File: config.mk
export PLATFORM = sky130hd
export DESIGN_NAME = color_interest_map_top
export DESIGN_NICKNAME = d
export VERILOG_FILES = /design/src/hdl/cim_pkg.sv /design/src/hdl/color_interest_map_top.sv
export SDC_FILE = /design/constraint.sdc
export NUM_CORES = 2
export LEC_CHECK = 0
export BUFFER_PORTS_ARGS = -buffer_cell sky130_fd_sc_hd__buf_4
export CAP_MARGIN = 20
export CORE_ASPECT_RATIO = 1.4
export CORE_MARGIN = 10
export CORE_UTILIZATION = 32
export CTS_BUF_LIST = sky130_fd_sc_hd__clkbuf_4 sky130_fd_sc_hd__clkbuf_8
export DETAILED_ROUTE_END_ITERATION = 12
export PLACE_DENSITY = 0.56
export SETUP_SLACK_MARGIN = 0.5
export SLEW_MARGIN = 20
export SYNTH_ARGS = -nofsm -noshare
export SYNTH_HDL_FRONTEND = slang
export SYNTH_SLANG_ARGS = --single-unit
File: constraint.sdc
create_clock -name clk -period 8.29 [get_ports clk]
set_input_delay 0.829 -clock clk [delete_from_list [all_inputs] [get_ports clk]]
set_output_delay 0.829 -clock clk [all_outputs]
set_load 0.05 [all_outputs]
File: src/hdl/cim_pkg.sv
// Shared types and constants of the color interest map.
// Depends on nothing; imported by the top level, its checker and the testbench.
`timescale 1ns / 1ps

package cim_pkg;

  localparam int MAX_COLORS  = 4;
  localparam int REF_REGS    = 4;
  localparam int CHANNELS    = 3;
  localparam int TABLE_DEPTH = 256;
  localparam int PIX_W       = 8;
  localparam int IDX_W       = $clog2(TABLE_DEPTH);
  localparam int WT_W        = 8;
  localparam int COLOR_W     = CHANNELS * PIX_W;
  localparam int CFG_IDX_W   = 3;
  localparam int CFG_DATA_W  = COLOR_W;
  localparam int SQ_W        = 2 * PIX_W;
  localparam int DIST_W      = SQ_W + 2;
  localparam int BEST_W      = SQ_W;
  localparam int CUT_W       = 9;
  localparam int CUT_SQ_W    = 2 * CUT_W;
  localparam int SQRT_STEPS  = PIX_W;
  localparam int RSQ_W       = SQ_W + 1;

  localparam logic [BEST_W-1:0] START_MIN = BEST_W'(65025);

  typedef enum logic [CFG_IDX_W-1:0] {
    REG_COLOR_COUNT   = 3'd0,
    REG_CHANNEL_COUNT = 3'd1,
    REG_REF_COLOR0    = 3'd2,
    REG_REF_COLOR1    = 3'd3,
    REG_REF_COLOR2    = 3'd4,
    REG_REF_COLOR3    = 3'd5,
    REG_CUTOFF        = 3'd6
  } cfg_reg_t;

  typedef enum logic {
    FUNC_PIXEL = 1'b0,
    FUNC_TABLE = 1'b1
  } func_t;

  typedef struct packed {
    func_t            func;
    logic [IDX_W-1:0] tidx;
    logic [WT_W-1:0]  tval;
  } ctl_t;

endpackage

File: src/hdl/color_interest_map_top.sv
// Per-pixel closeness weight to the nearest of up to four reference colors.
// Depends on cim_pkg; holds the weight table as a synchronous RAM.
`timescale 1ns / 1ps

// One word enters per clock while the output is not held off, and a pixel
// result appears once its word has passed the 12 pipeline stages (the first
// loaded at the accepting edge) and then the output register; table writes
// take the same path and leave no result. The rate of one word per cycle is
// set by the single-port 256 x 8 weight RAM that sees at most one access per
// cycle at the memory stage, write or read, in arrival order.
// The pipeline squares channel differences, sums per color, takes the
// minimum, then forms the integer square root one bit per stage. Stages
// fill bubbles while the output waits, so input is taken until every
// stage is full. The table is undefined until written; no clearing pass.
module color_interest_map_top (
  input  logic                          clk,
  input  logic                          rst_n,
  input  logic                          in_valid,
  output logic                          in_ready,
  input  logic                          in_func,
  input  logic [cim_pkg::PIX_W-1:0]     in_pix_ch0,
  input  logic [cim_pkg::PIX_W-1:0]     in_pix_ch1,
  input  logic [cim_pkg::PIX_W-1:0]     in_pix_ch2,
  input  logic [cim_pkg::IDX_W-1:0]     in_table_index,
  input  logic [cim_pkg::WT_W-1:0]      in_table_value,
  output logic                          out_valid,
  input  logic                          out_ready,
  output logic [cim_pkg::WT_W-1:0]      out_interest,
  input  logic                          cfg_valid,
  output logic                          cfg_ready,
  input  logic [cim_pkg::CFG_IDX_W-1:0] cfg_index,
  input  logic [cim_pkg::CFG_DATA_W-1:0] cfg_data
);
  import cim_pkg::*;

  localparam int SQ0   = 0;
  localparam int SUM   = 1;
  localparam int MIN   = 2;
  localparam int RT0   = 3;
  localparam int MEM   = RT0 + SQRT_STEPS;
  localparam int NST   = MEM + 1;

  // configuration
  logic [2:0]          color_count_r;
  logic [1:0]          channel_count_r;
  logic [COLOR_W-1:0]  ref_r [REF_REGS];
  logic [CUT_W-1:0]    cutoff_r;
  logic [CUT_SQ_W-1:0] cutoff_sq_r;

  // pipeline control
  logic                v_r [NST];
  logic                rdy [NST];
  logic                rdy_out;
  ctl_t                ctl_r [NST];

  // datapath stages
  logic [SQ_W-1:0]     sq_r   [REF_REGS][CHANNELS];
  logic [REF_REGS-1:0] en_sq_r;
  logic [DIST_W-1:0]   dist_r [REF_REGS];
  logic [REF_REGS-1:0] en_sum_r;
  logic [BEST_W-1:0]   best_r;
  logic [BEST_W-1:0]   val_r  [SQRT_STEPS];
  logic [PIX_W-1:0]    root_r [SQRT_STEPS];
  logic [RSQ_W-1:0]    rsq_r  [SQRT_STEPS];
  logic                rej_r  [SQRT_STEPS];
  logic                rej_m_r;
  logic [WT_W-1:0]     rd_q_r;
  logic [WT_W-1:0]     wt_mem [TABLE_DEPTH];

  logic                out_valid_r;
  logic [WT_W-1:0]     out_interest_r;

  // next values
  logic [SQ_W-1:0]     sq_nxt   [REF_REGS][CHANNELS];
  logic [REF_REGS-1:0] en_sq_nxt;
  logic [DIST_W-1:0]   dist_nxt [REF_REGS];
  logic [BEST_W-1:0]   best_nxt;
  logic [BEST_W-1:0]   val_in   [SQRT_STEPS];
  logic [PIX_W-1:0]    root_in  [SQRT_STEPS];
  logic [RSQ_W-1:0]    rsq_in   [SQRT_STEPS];
  logic                rej_in   [SQRT_STEPS];
  logic [PIX_W-1:0]    root_nxt [SQRT_STEPS];
  logic [RSQ_W-1:0]    rsq_nxt  [SQRT_STEPS];
  ctl_t                ctl_in;
  logic                mem_en;
  logic [IDX_W-1:0]    mem_addr;

  function automatic logic dist_nxt_cmp(input logic [DIST_W-1:0] a,
                                        input logic [BEST_W-1:0] b);
    return a < DIST_W'(b);
  endfunction

  assign cfg_ready    = 1'b1;
  assign out_valid    = out_valid_r;
  assign out_interest = out_interest_r;
  assign in_ready     = rdy[0];

  assign ctl_in.func = func_t'(in_func);
  assign ctl_in.tidx = in_table_index;
  assign ctl_in.tval = in_table_value;

  // ready chain: a stage loads when empty or when its word moves on
  always_comb begin
    rdy_out  = !out_valid_r || out_ready;
    rdy[NST-1] = !v_r[NST-1] || rdy_out;
    for (int k = NST - 2; k >= 0; k--) begin
      rdy[k] = !v_r[k] || rdy[k+1];
    end
  end

  // configuration writes
  always_ff @(posedge clk) begin
    if (!rst_n) begin
      color_count_r   <= 3'd1;
      channel_count_r <= 2'd3;
      for (int n = 0; n < REF_REGS; n++) begin
        ref_r[n] <= '0;
      end
      cutoff_r        <= CUT_W'(256);
    end else if (cfg_valid) begin
      unique case (cfg_reg_t'(cfg_index))
        REG_COLOR_COUNT:   color_count_r   <= cfg_data[2:0];
        REG_CHANNEL_COUNT: channel_count_r <= cfg_data[1:0];
        REG_REF_COLOR0:    ref_r[0]        <= cfg_data;
        REG_REF_COLOR1:    ref_r[1]        <= cfg_data;
        REG_REF_COLOR2:    ref_r[2]        <= cfg_data;
        REG_REF_COLOR3:    ref_r[3]        <= cfg_data;
        REG_CUTOFF:        cutoff_r        <= cfg_data[CUT_W-1:0];
        default: ;
      endcase
    end
  end

  always_ff @(posedge clk) begin
    cutoff_sq_r <= CUT_SQ_W'(cutoff_r) * CUT_SQ_W'(cutoff_r);
  end

  // squared channel differences per color
  always_comb begin
    logic [2:0]       cols;
    logic [1:0]       chans;
    logic [PIX_W-1:0] pix [CHANNELS];
    logic [PIX_W-1:0] rc;
    logic [PIX_W-1:0] d;
    cols   = (color_count_r > 3'(MAX_COLORS)) ? 3'(MAX_COLORS) : color_count_r;
    chans  = (channel_count_r == 2'd0) ? 2'd1 : channel_count_r;
    pix[0] = in_pix_ch0;
    pix[1] = in_pix_ch1;
    pix[2] = in_pix_ch2;
    for (int n = 0; n < REF_REGS; n++) begin
      en_sq_nxt[n] = 4'(n) < {1'b0, cols};
      for (int c = 0; c < CHANNELS; c++) begin
        rc = ref_r[n][c*PIX_W +: PIX_W];
        d  = (pix[c] >= rc) ? (pix[c] - rc) : (rc - pix[c]);
        sq_nxt[n][c] = (3'(c) < {1'b0, chans}) ? (SQ_W'(d) * SQ_W'(d)) : '0;
      end
    end
  end

  // per-color sum
  always_comb begin
    for (int n = 0; n < REF_REGS; n++) begin
      dist_nxt[n] = DIST_W'(sq_r[n][0]) + DIST_W'(sq_r[n][1]) + DIST_W'(sq_r[n][2]);
    end
  end

  // running minimum
  always_comb begin
    best_nxt = START_MIN;
    for (int n = 0; n < REF_REGS; n++) begin
      if (en_sum_r[n] && (dist_nxt_cmp(dist_r[n], best_nxt))) begin
        best_nxt = dist_r[n][BEST_W-1:0];
      end
    end
  end

  // square root, one result bit per stage
  always_comb begin
    val_in[0]  = best_r;
    root_in[0] = '0;
    rsq_in[0]  = '0;
    rej_in[0]  = CUT_SQ_W'(best_r) > cutoff_sq_r;
    for (int k = 1; k < SQRT_STEPS; k++) begin
      val_in[k]  = val_r[k-1];
      root_in[k] = root_r[k-1];
      rsq_in[k]  = rsq_r[k-1];
      rej_in[k]  = rej_r[k-1];
    end
  end

  always_comb begin
    logic [PIX_W-1:0] t;
    logic [RSQ_W-1:0] t2;
    for (int k = 0; k < SQRT_STEPS; k++) begin
      t  = root_in[k] | (PIX_W'(1) << (SQRT_STEPS - 1 - k));
      t2 = rsq_in[k] + (RSQ_W'(root_in[k]) << (SQRT_STEPS - k))
           + (RSQ_W'(1) << (2 * (SQRT_STEPS - 1 - k)));
      if (t2 <= RSQ_W'(val_in[k])) begin
        root_nxt[k] = t;
        rsq_nxt[k]  = t2;
      end else begin
        root_nxt[k] = root_in[k];
        rsq_nxt[k]  = rsq_in[k];
      end
    end
  end

  // pipeline valid bits
  always_ff @(posedge clk) begin
    if (!rst_n) begin
      for (int k = 0; k < NST; k++) begin
        v_r[k] <= 1'b0;
      end
      out_valid_r <= 1'b0;
    end else begin
      if (rdy[0]) begin
        v_r[0] <= in_valid;
      end
      for (int k = 1; k < NST; k++) begin
        if (rdy[k]) begin
          v_r[k] <= v_r[k-1];
        end
      end
      if (rdy_out) begin
        out_valid_r <= v_r[MEM] && (ctl_r[MEM].func == FUNC_PIXEL);
      end
    end
  end

  // pipeline payload
  always_ff @(posedge clk) begin
    if (rdy[SQ0]) begin
      ctl_r[SQ0] <= ctl_in;
      sq_r       <= sq_nxt;
      en_sq_r    <= en_sq_nxt;
    end
    for (int k = 1; k < NST; k++) begin
      if (rdy[k]) begin
        ctl_r[k] <= ctl_r[k-1];
      end
    end
    if (rdy[SUM]) begin
      dist_r   <= dist_nxt;
      en_sum_r <= en_sq_r;
    end
    if (rdy[MIN]) begin
      best_r <= best_nxt;
    end
    for (int k = 0; k < SQRT_STEPS; k++) begin
      if (rdy[RT0 + k]) begin
        val_r[k]  <= val_in[k];
        root_r[k] <= root_nxt[k];
        rsq_r[k]  <= rsq_nxt[k];
        rej_r[k]  <= rej_in[k];
      end
    end
    if (rdy[MEM]) begin
      rej_m_r <= rej_r[SQRT_STEPS-1];
    end
    if (rdy_out) begin
      out_interest_r <= rej_m_r ? '0 : rd_q_r;
    end
  end

  // weight table: one write or one read per cycle, in word order
  assign mem_en   = rdy[MEM] && v_r[MEM-1];
  assign mem_addr = (ctl_r[MEM-1].func == FUNC_TABLE) ? ctl_r[MEM-1].tidx
                                                       : root_r[SQRT_STEPS-1];

  always_ff @(posedge clk) begin
    if (mem_en) begin
      if (ctl_r[MEM-1].func == FUNC_TABLE) begin
        wt_mem[mem_addr] <= ctl_r[MEM-1].tval;
      end else begin
        rd_q_r <= wt_mem[mem_addr];
      end
    end
  end

endmodule

Yosys cells after proc, flatten, opt, wreduce, memory -nomap -nowiden
Memories as Yosys holds them, arrays and structs flattened. A register that Yosys moved wholly into a read port is not among the register bits.
Index checks and enable logic that the tools add are counted.
{ "op_classes": {"addsub": 46, "n_mul": 13, "order_cmp": 33, "n_eq_ne": 6, "mux": 119, "bitwise_logic": 18, "reduce_logical": 38} }
{ "ops": {"columns": ["operator", "n"], "rows": [
  ["$mul A8 B8 Y16", 12],
  ["$sub A8 B8 Y8", 24],
  ["$le A17 B16 Y1", 7],
  ["$mux W17", 7],
  ["$mux W8", 14],
  ["$ge A8 B8 Y1", 12],
  ["$mux W24", 4],
  ["$mux W1", 81],
  ["$add A17 B16 Y18", 4],
  ["$add A16 B16 Y17", 4],
  ["$mux W16", 4],
  ["$lt A18 B16 Y1", 3],
  ["$gt A16 B18 Y1", 1],
  ["$lt A18 B16 Y1 const B", 1],
  ["$mul A9 B9 Y18", 1],
  ["$add A17 B1 Y17 const B", 1],
  ["$add A17 B10 Y17", 1],
  ["$add A17 B11 Y17", 1],
  ["$add A17 B11 Y17 const B", 1],
  ["$add A17 B12 Y17", 1],
  ["$add A17 B13 Y17", 1],
  ["$add A17 B13 Y17 const B", 1],
  ["$add A17 B14 Y17", 1],
  ["$add A17 B15 Y17", 1],
  ["29 further kinds", 85]
]} }
{ "word_totals": {"regBits": 329, "mem_bits_rw": 2696, "input_bits": 73, "output_inout_bits": 11, "word_cells": 306, "n_memories": 8} }
{ "memory_table": {"columns": ["name", "depth", "word_bits", "rd", "rd_clocked_by_memory_dff", "wr", "line", "source"], "rows": [
  ["wt_mem", 256, 8, 1, 1, 1, "color_interest_map_top.sv:68", "logic [WT_W-1:0] wt_mem [TABLE_DEPTH];"],
  ["ctl_r", 12, 17, 12, 0, 12, "color_interest_map_top.sv:54", "ctl_t ctl_r [NST];"],
  ["rsq_r", 8, 17, 7, 0, 8, "color_interest_map_top.sv:64", "logic [RSQ_W-1:0] rsq_r [SQRT_STEPS];"],
  ["val_r", 8, 16, 7, 0, 8, "color_interest_map_top.sv:62", "logic [BEST_W-1:0] val_r [SQRT_STEPS];"],
  ["ref_r", 4, 24, 4, 0, 4, "color_interest_map_top.sv:46", "logic [COLOR_W-1:0] ref_r [REF_REGS];"],
  ["root_r", 8, 8, 8, 0, 8, "color_interest_map_top.sv:63", "logic [PIX_W-1:0] root_r [SQRT_STEPS];"],
  ["+2 memories", null, null, null, null, null, null, null]
]} }

Longest topological paths before layout
{ "logic_depth": {"ltp_word": 18, "depth_mapped": 36, "mapped_depth_nobuf": 33} }

Least setup slack after synthesis
No wires, ideal clock.
{ "synth_path": {"path_type": "input-to-reg", "from": "in out_ready", "to": "mem v_r[0][0] (data pin)", "setup_ns": 0.293, "arrival_time_ns": 7.792, "required_ns": 7.997, "slack_ns": 0.205, "cell_stages": 11, "n_path_buf": 1, "cell_sequence": "nand2b_1 -> nor2_1 -> inv_1 -> nor2_1 -> and2_1 -> and3_1 -> and3_1 -> clkbuf_1 -> and3_1 -> nand2_1 -> and3_1"} }
{ "synth_lines": {"columns": ["item", "line", "source"], "rows": [
  ["start, declared", "color_interest_map_top.sv:27", "input logic out_ready,"],
  ["end, declared", "color_interest_map_top.sv:51", "logic v_r [NST];"]
]} }

Worst setup path in the final report
{ "layout_path": {"from": "reg dist_r[56] in the netlist's numbering", "to": "reg best_r[5] (data pin)"} }
{ "layout_between": {"elab_chain_len": 12} }
{ "layout_rtl": {"columns": ["item", "line", "source"], "rows": [
  ["start, declared", "color_interest_map_top.sv:59", "logic [DIST_W-1:0] dist_r [REF_REGS];"],
  ["start signal, assigned", "color_interest_map_top.sv:243", "dist_r <= dist_nxt;"],
  ["$lt A18 B16 Y1", "color_interest_map_top.sv:90", "return a < DIST_W'(b);"],
  ["$logic_and A1 B1 Y1", "color_interest_map_top.sv:171", "if (en_sum_r[n] && (dist_nxt_cmp(dist_r[n], best_nxt))) begin"],
  ["$mux W16 *", "color_interest_map_top.sv:171", null],
  ["$lt A18 B16 Y1", "color_interest_map_top.sv:90", null],
  ["$logic_and A1 B1 Y1", "color_interest_map_top.sv:171", null],
  ["$mux W16 *", "color_interest_map_top.sv:171", null],
  ["$lt A18 B16 Y1", "color_interest_map_top.sv:90", null],
  ["$logic_and A1 B1 Y1", "color_interest_map_top.sv:171", null],
  ["$mux W16 *", "color_interest_map_top.sv:171", null],
  ["$lt A18 B16 Y1", "color_interest_map_top.sv:90", null],
  ["$logic_and A1 B1 Y1", "color_interest_map_top.sv:171", null],
  ["$mux W16 *", "color_interest_map_top.sv:171", null],
  ["net best_nxt[5]", "color_interest_map_top.sv:77", "logic [BEST_W-1:0] best_nxt;"],
  ["end signal, assigned", "color_interest_map_top.sv:247", "best_r <= best_nxt;"],
  ["end, declared", "color_interest_map_top.sv:61", "logic [BEST_W-1:0] best_r;"]
]} }
Mark *: on every way through the listed nets, which the timed path passes. The rest lies on a longest branch.
A chain may end at the register's enable or synchronous reset.

==> flow_metrics.py <==
metrics = {
    "outcome": {
        "status": "complete, no violations",
    },
    "synth": {
        "avgSynthCellArea_um2": 14.61,
        "syn-cell-area_um2": 143400,
        "synth_xor_area_share_pct": 2.307,
        "synth_sequential_area_ratio_pct": 59.94,
        "synth_compound_area_share_pct": 4.709,
        "ys_ff_latch": 2873,
        "synth_ff_type": "edfxtp_1",
        "yosys-top-cells-area": "edfxtp_1, mux4_2, ha_1, fa_1, inv_1",
        "yosys.area_share.simple_pct": 7.668,
        "synth_top_family_by_area": "adder cells",
        "ys_types": 93,
        "synth_edf_count": 2840,
        "synthArstFlopShare_pct": 0,
        "yosysTopAreaCell": "edfxtp_1",
        "synth-adder-area-share_pct": 12.53,
        "netlist.area_leader.share_pct": 59.48,
        "synth-warning-count": 0,
        "synth_mux_area_share_pct": 9.340,
        "synth_cells": 9812,
    },
    "floorplanning": {
        "start_util_pct": 32.15,
        "die_y_um": 812.0,
        "die-area_um2": 475600,
        "rows": 290,
        "ios": 84,
        "die_w_um": 585.7,
        "core_um2": 445900,
    },
    "placement": {
        "place_inst": 15640,
        "place_area_um2": 152100,
        "hpwlAfterDp_mm": 252.4,
        "pre_cts_ws_ns": -0.1621,
        "portBuffers": 82,
        "routabilityCongestion": 0.8889,
    },
    "pwr": {
        "internal-power_w": 0.03909,
        "pwr-share-comb_pct": 50.4,
        "power_w": 0.06424,
        "leakage_nw": 60.44,
        "seqPwrFrac_pct": 31.0,
        "pwr-share-clk_pct": 18.6,
        "sw_frac_of_total_pct": 39.15,
        "power.density_nw_per_um2": 397.2,
        "p_sw_w": 0.02515,
        "irDropWorstVdd_mv": 0.4428,
    },
    "grt": {
        "grt_pass1_wl_mm": 552.9,
        "groute.usage.overall_pct": 15.15,
        "grt-ovfl-total": 0,
        "grt_max_degree": 213,
        "antenna_found_initial": 19,
        "grt_pass1_vias": 87340,
    },
    "worst_setup_path": {
        "cpLargestDelayFamily": "compound AO/OA/AOI/OAI gates",
        "crit_path_start": "dist_r[56]",
        "cp-end-kind": "flip-flop",
        "critPathMostFrequentCell": "a21o_1",
        "cp.arrival_ns": 8.34,
        "worstSetupPathType": "reg -> reg",
        "slowest_delay_ns": 0.43,
        "r2r_start": "dist_r[56]",
        "crit_buf_inv": 5,
        "critPathLaunchType": "flip-flop",
        "critPathRequiredTime_ns": 9.20,
        "crit_path_top_delay_cell": "edfxtp_1",
        "crit_fanout": 16,
    },
    "cells_and_area": {
        "stdcell_count": 16510,
        "final_core_util_pct": 36.27,
        "area_growth_syn_to_layout_pct": 12.80,
        "layout-drive-gt1-share_pct": 16.32,
        "layout_commonest_cell": "edfxtp_1",
        "stdcell_area_um2": 161700,
        "layout.nets": 11560,
        "final_cell_mix": "edfxtp_1, inv_1, nor2_1, ha_1, nand2_1",
    },
    "timing": {
        "drv_slew": 0,
        "fin_crit_sh_pct": 89.61,
        "timing_worst_slew_pin_value_ns": 1.151,
        "slew-limit-headroom_pct": 22.90,
        "fmax_mhz": 134.6,
        "hold_viol": 0,
        "rsz0062_at_grt": "no",
        "setup_slack_ns": 0.8612,
        "setup_viol": 0,
        "min_period_ns": 7.429,
        "skew_ns": 0.1815,
    },
    "hold_path": {
        "worstHoldStart": "out_ready",
        "hold_path_class": "in -> reg",
    },
    "clock_network": {
        "clock_path_buffers": 4,
        "clock_sinks": 2873,
        "numCtsBuffers": 435,
        "cts-htree-levels": 5,
        "root_buffer": "clkbuf_8",
        "cts_tree": "built",
        "cts.clk_slew.worst_paths_ns": 0.07,
        "clk-insertion-delay-late_ns": 1.22,
    },
    "detailed_routing": {
        "route.vias.total": 81730,
        "firstDrtPassIters": 8,
        "vias_per_cell": 4.950,
        "drc": 0,
        "drtIter0Drc": 5586,
        "antenna_left": 0,
        "routedWlPerCell_um": 22.42,
        "drt-total-wl_mm": 370.1,
    },
    "flow_run": {
        "maxCapViolations": 0,
    },
}
state kept, by name, indices dropped and copies added, names as in the netlist, 9 cells and up:
name / cells
ref_r: 96
rsq_r: 54
cutoff_sq_r: 17
ctl_r: 188
wt_mem: 2048
val_r: 112
sq_r: 180
cutoff_r: 9
dist_r: 72
v_r: 12
root_r: 30
best_r: 16
cells by family after synthesis:
family                   after synthesis
flip-flops                          2873
AO/OA/AOI/OAI                       1008
multiplexers                         692
AND/OR/NAND/NOR                     2421
other                                  2
buffers and inverters               1257
XOR/XNOR                             376
adder cells (fa/ha/maj)             1183
layout make-up:
type | instances | area [µm²]
sequential | 2873 | 85940
fill | 41940 | 284200
antenna | 11 | 27.53
timing repair buffer | 401 | 3478
clock buffer | 556 | 6902
inverter | 903 | 3392
multi-input combinational | 5686 | 52790
clock inverter | 241 | 1888
tap | 5840 | 7307
metal layers:
layer | global-route usage, % | wire, µm
met4 | 6.715 | 18090
met3 | 2.242 | 18150
met2 | 27.84 | 194500
met5 | 0 | 83
met1 | 17.35 | 139300
cell usage after synthesis, types with 26 or more instances:
cell type / count
a21oi_1: 293
nand2b_1: 45
or2_2: 74
nor4_1: 26
xnor2_1: 243
fa_1: 422
nand3_1: 146
edfxtp_1: 2840
nor2b_1: 69
mux2_2: 43
and2_1: 156
a31oi_1: 49
and3_1: 113
a21o_1: 115
ha_1: 761
dfxtp_1: 33
a211oi_1: 53
o21bai_1: 54
buf_2: 80
mux4_2: 512
mux2i_1: 136
o21ai_0: 134
clkbuf_1: 208
o21a_1: 39
inv_1: 902
nand2_1: 718
buf_4: 40
a311oi_1: 36
nor2_1: 874
nor3_1: 91
nand4_1: 40
xor2_1: 131
worst reg2reg max path, delay by kind of cell (launching register included):
kind / cells / cell delay, ns
compound gates: 17 / 3.41
fa+ha+maj: 3 / 0.92
buf+inv: 5 / 0.80
flops: 1 / 0.43
mux: 1 / 0.23
simple gates: 8 / 1.47
metrics by stage:
step | hold WS, ns | setup TNS, ns
floorplan | 0.4003 | 0
global placement | 0.4005 | -0.2073
detailed placement | 0.4045 | -0.4478
CTS | 0.1496 | 0
global route | 0.2265 | 0
finish | 0.2888 | 0
final timing paths:
check                                  endpoint  slack, ns  cells after the start
worst max-delay path                  best_r[5]       0.86                     34
worst min-delay path            out_interest[2]       0.29                      3
worst min register to register     ctl_r[2][26]       0.40                      0
worst max register to register        best_r[5]       0.86                     34
timing repair:
| item | CTS | global route |
|---|---|---|
| setup endpoints to repair | 16 | 23 |
| hold buffers | 45 | 0 |
| hold endpoints to repair | 94 | 0 |
| cloned | 0 | 2 |
| pin swaps | 0 | 6 |
| resized for setup | 8 | 23 |
| buffers inserted | 0 | 14 |
power by group through the flow:
stage | registers (W) | clock network (W) | logic, W
after detailed placement | 0.0202 | 0 | 0.0325
final | 0.0199 | 0.0119 | 0.0324
after global placement | 0.0202 | 0 | 0.0321
after floorplan | 0.0199 | 0 | 0.0238
after global routing | 0.0200 | 0.0129 | 0.0370
after CTS | 0.0199 | 0.0123 | 0.0328
Note: power is estimated with default switching activity, not from simulation.
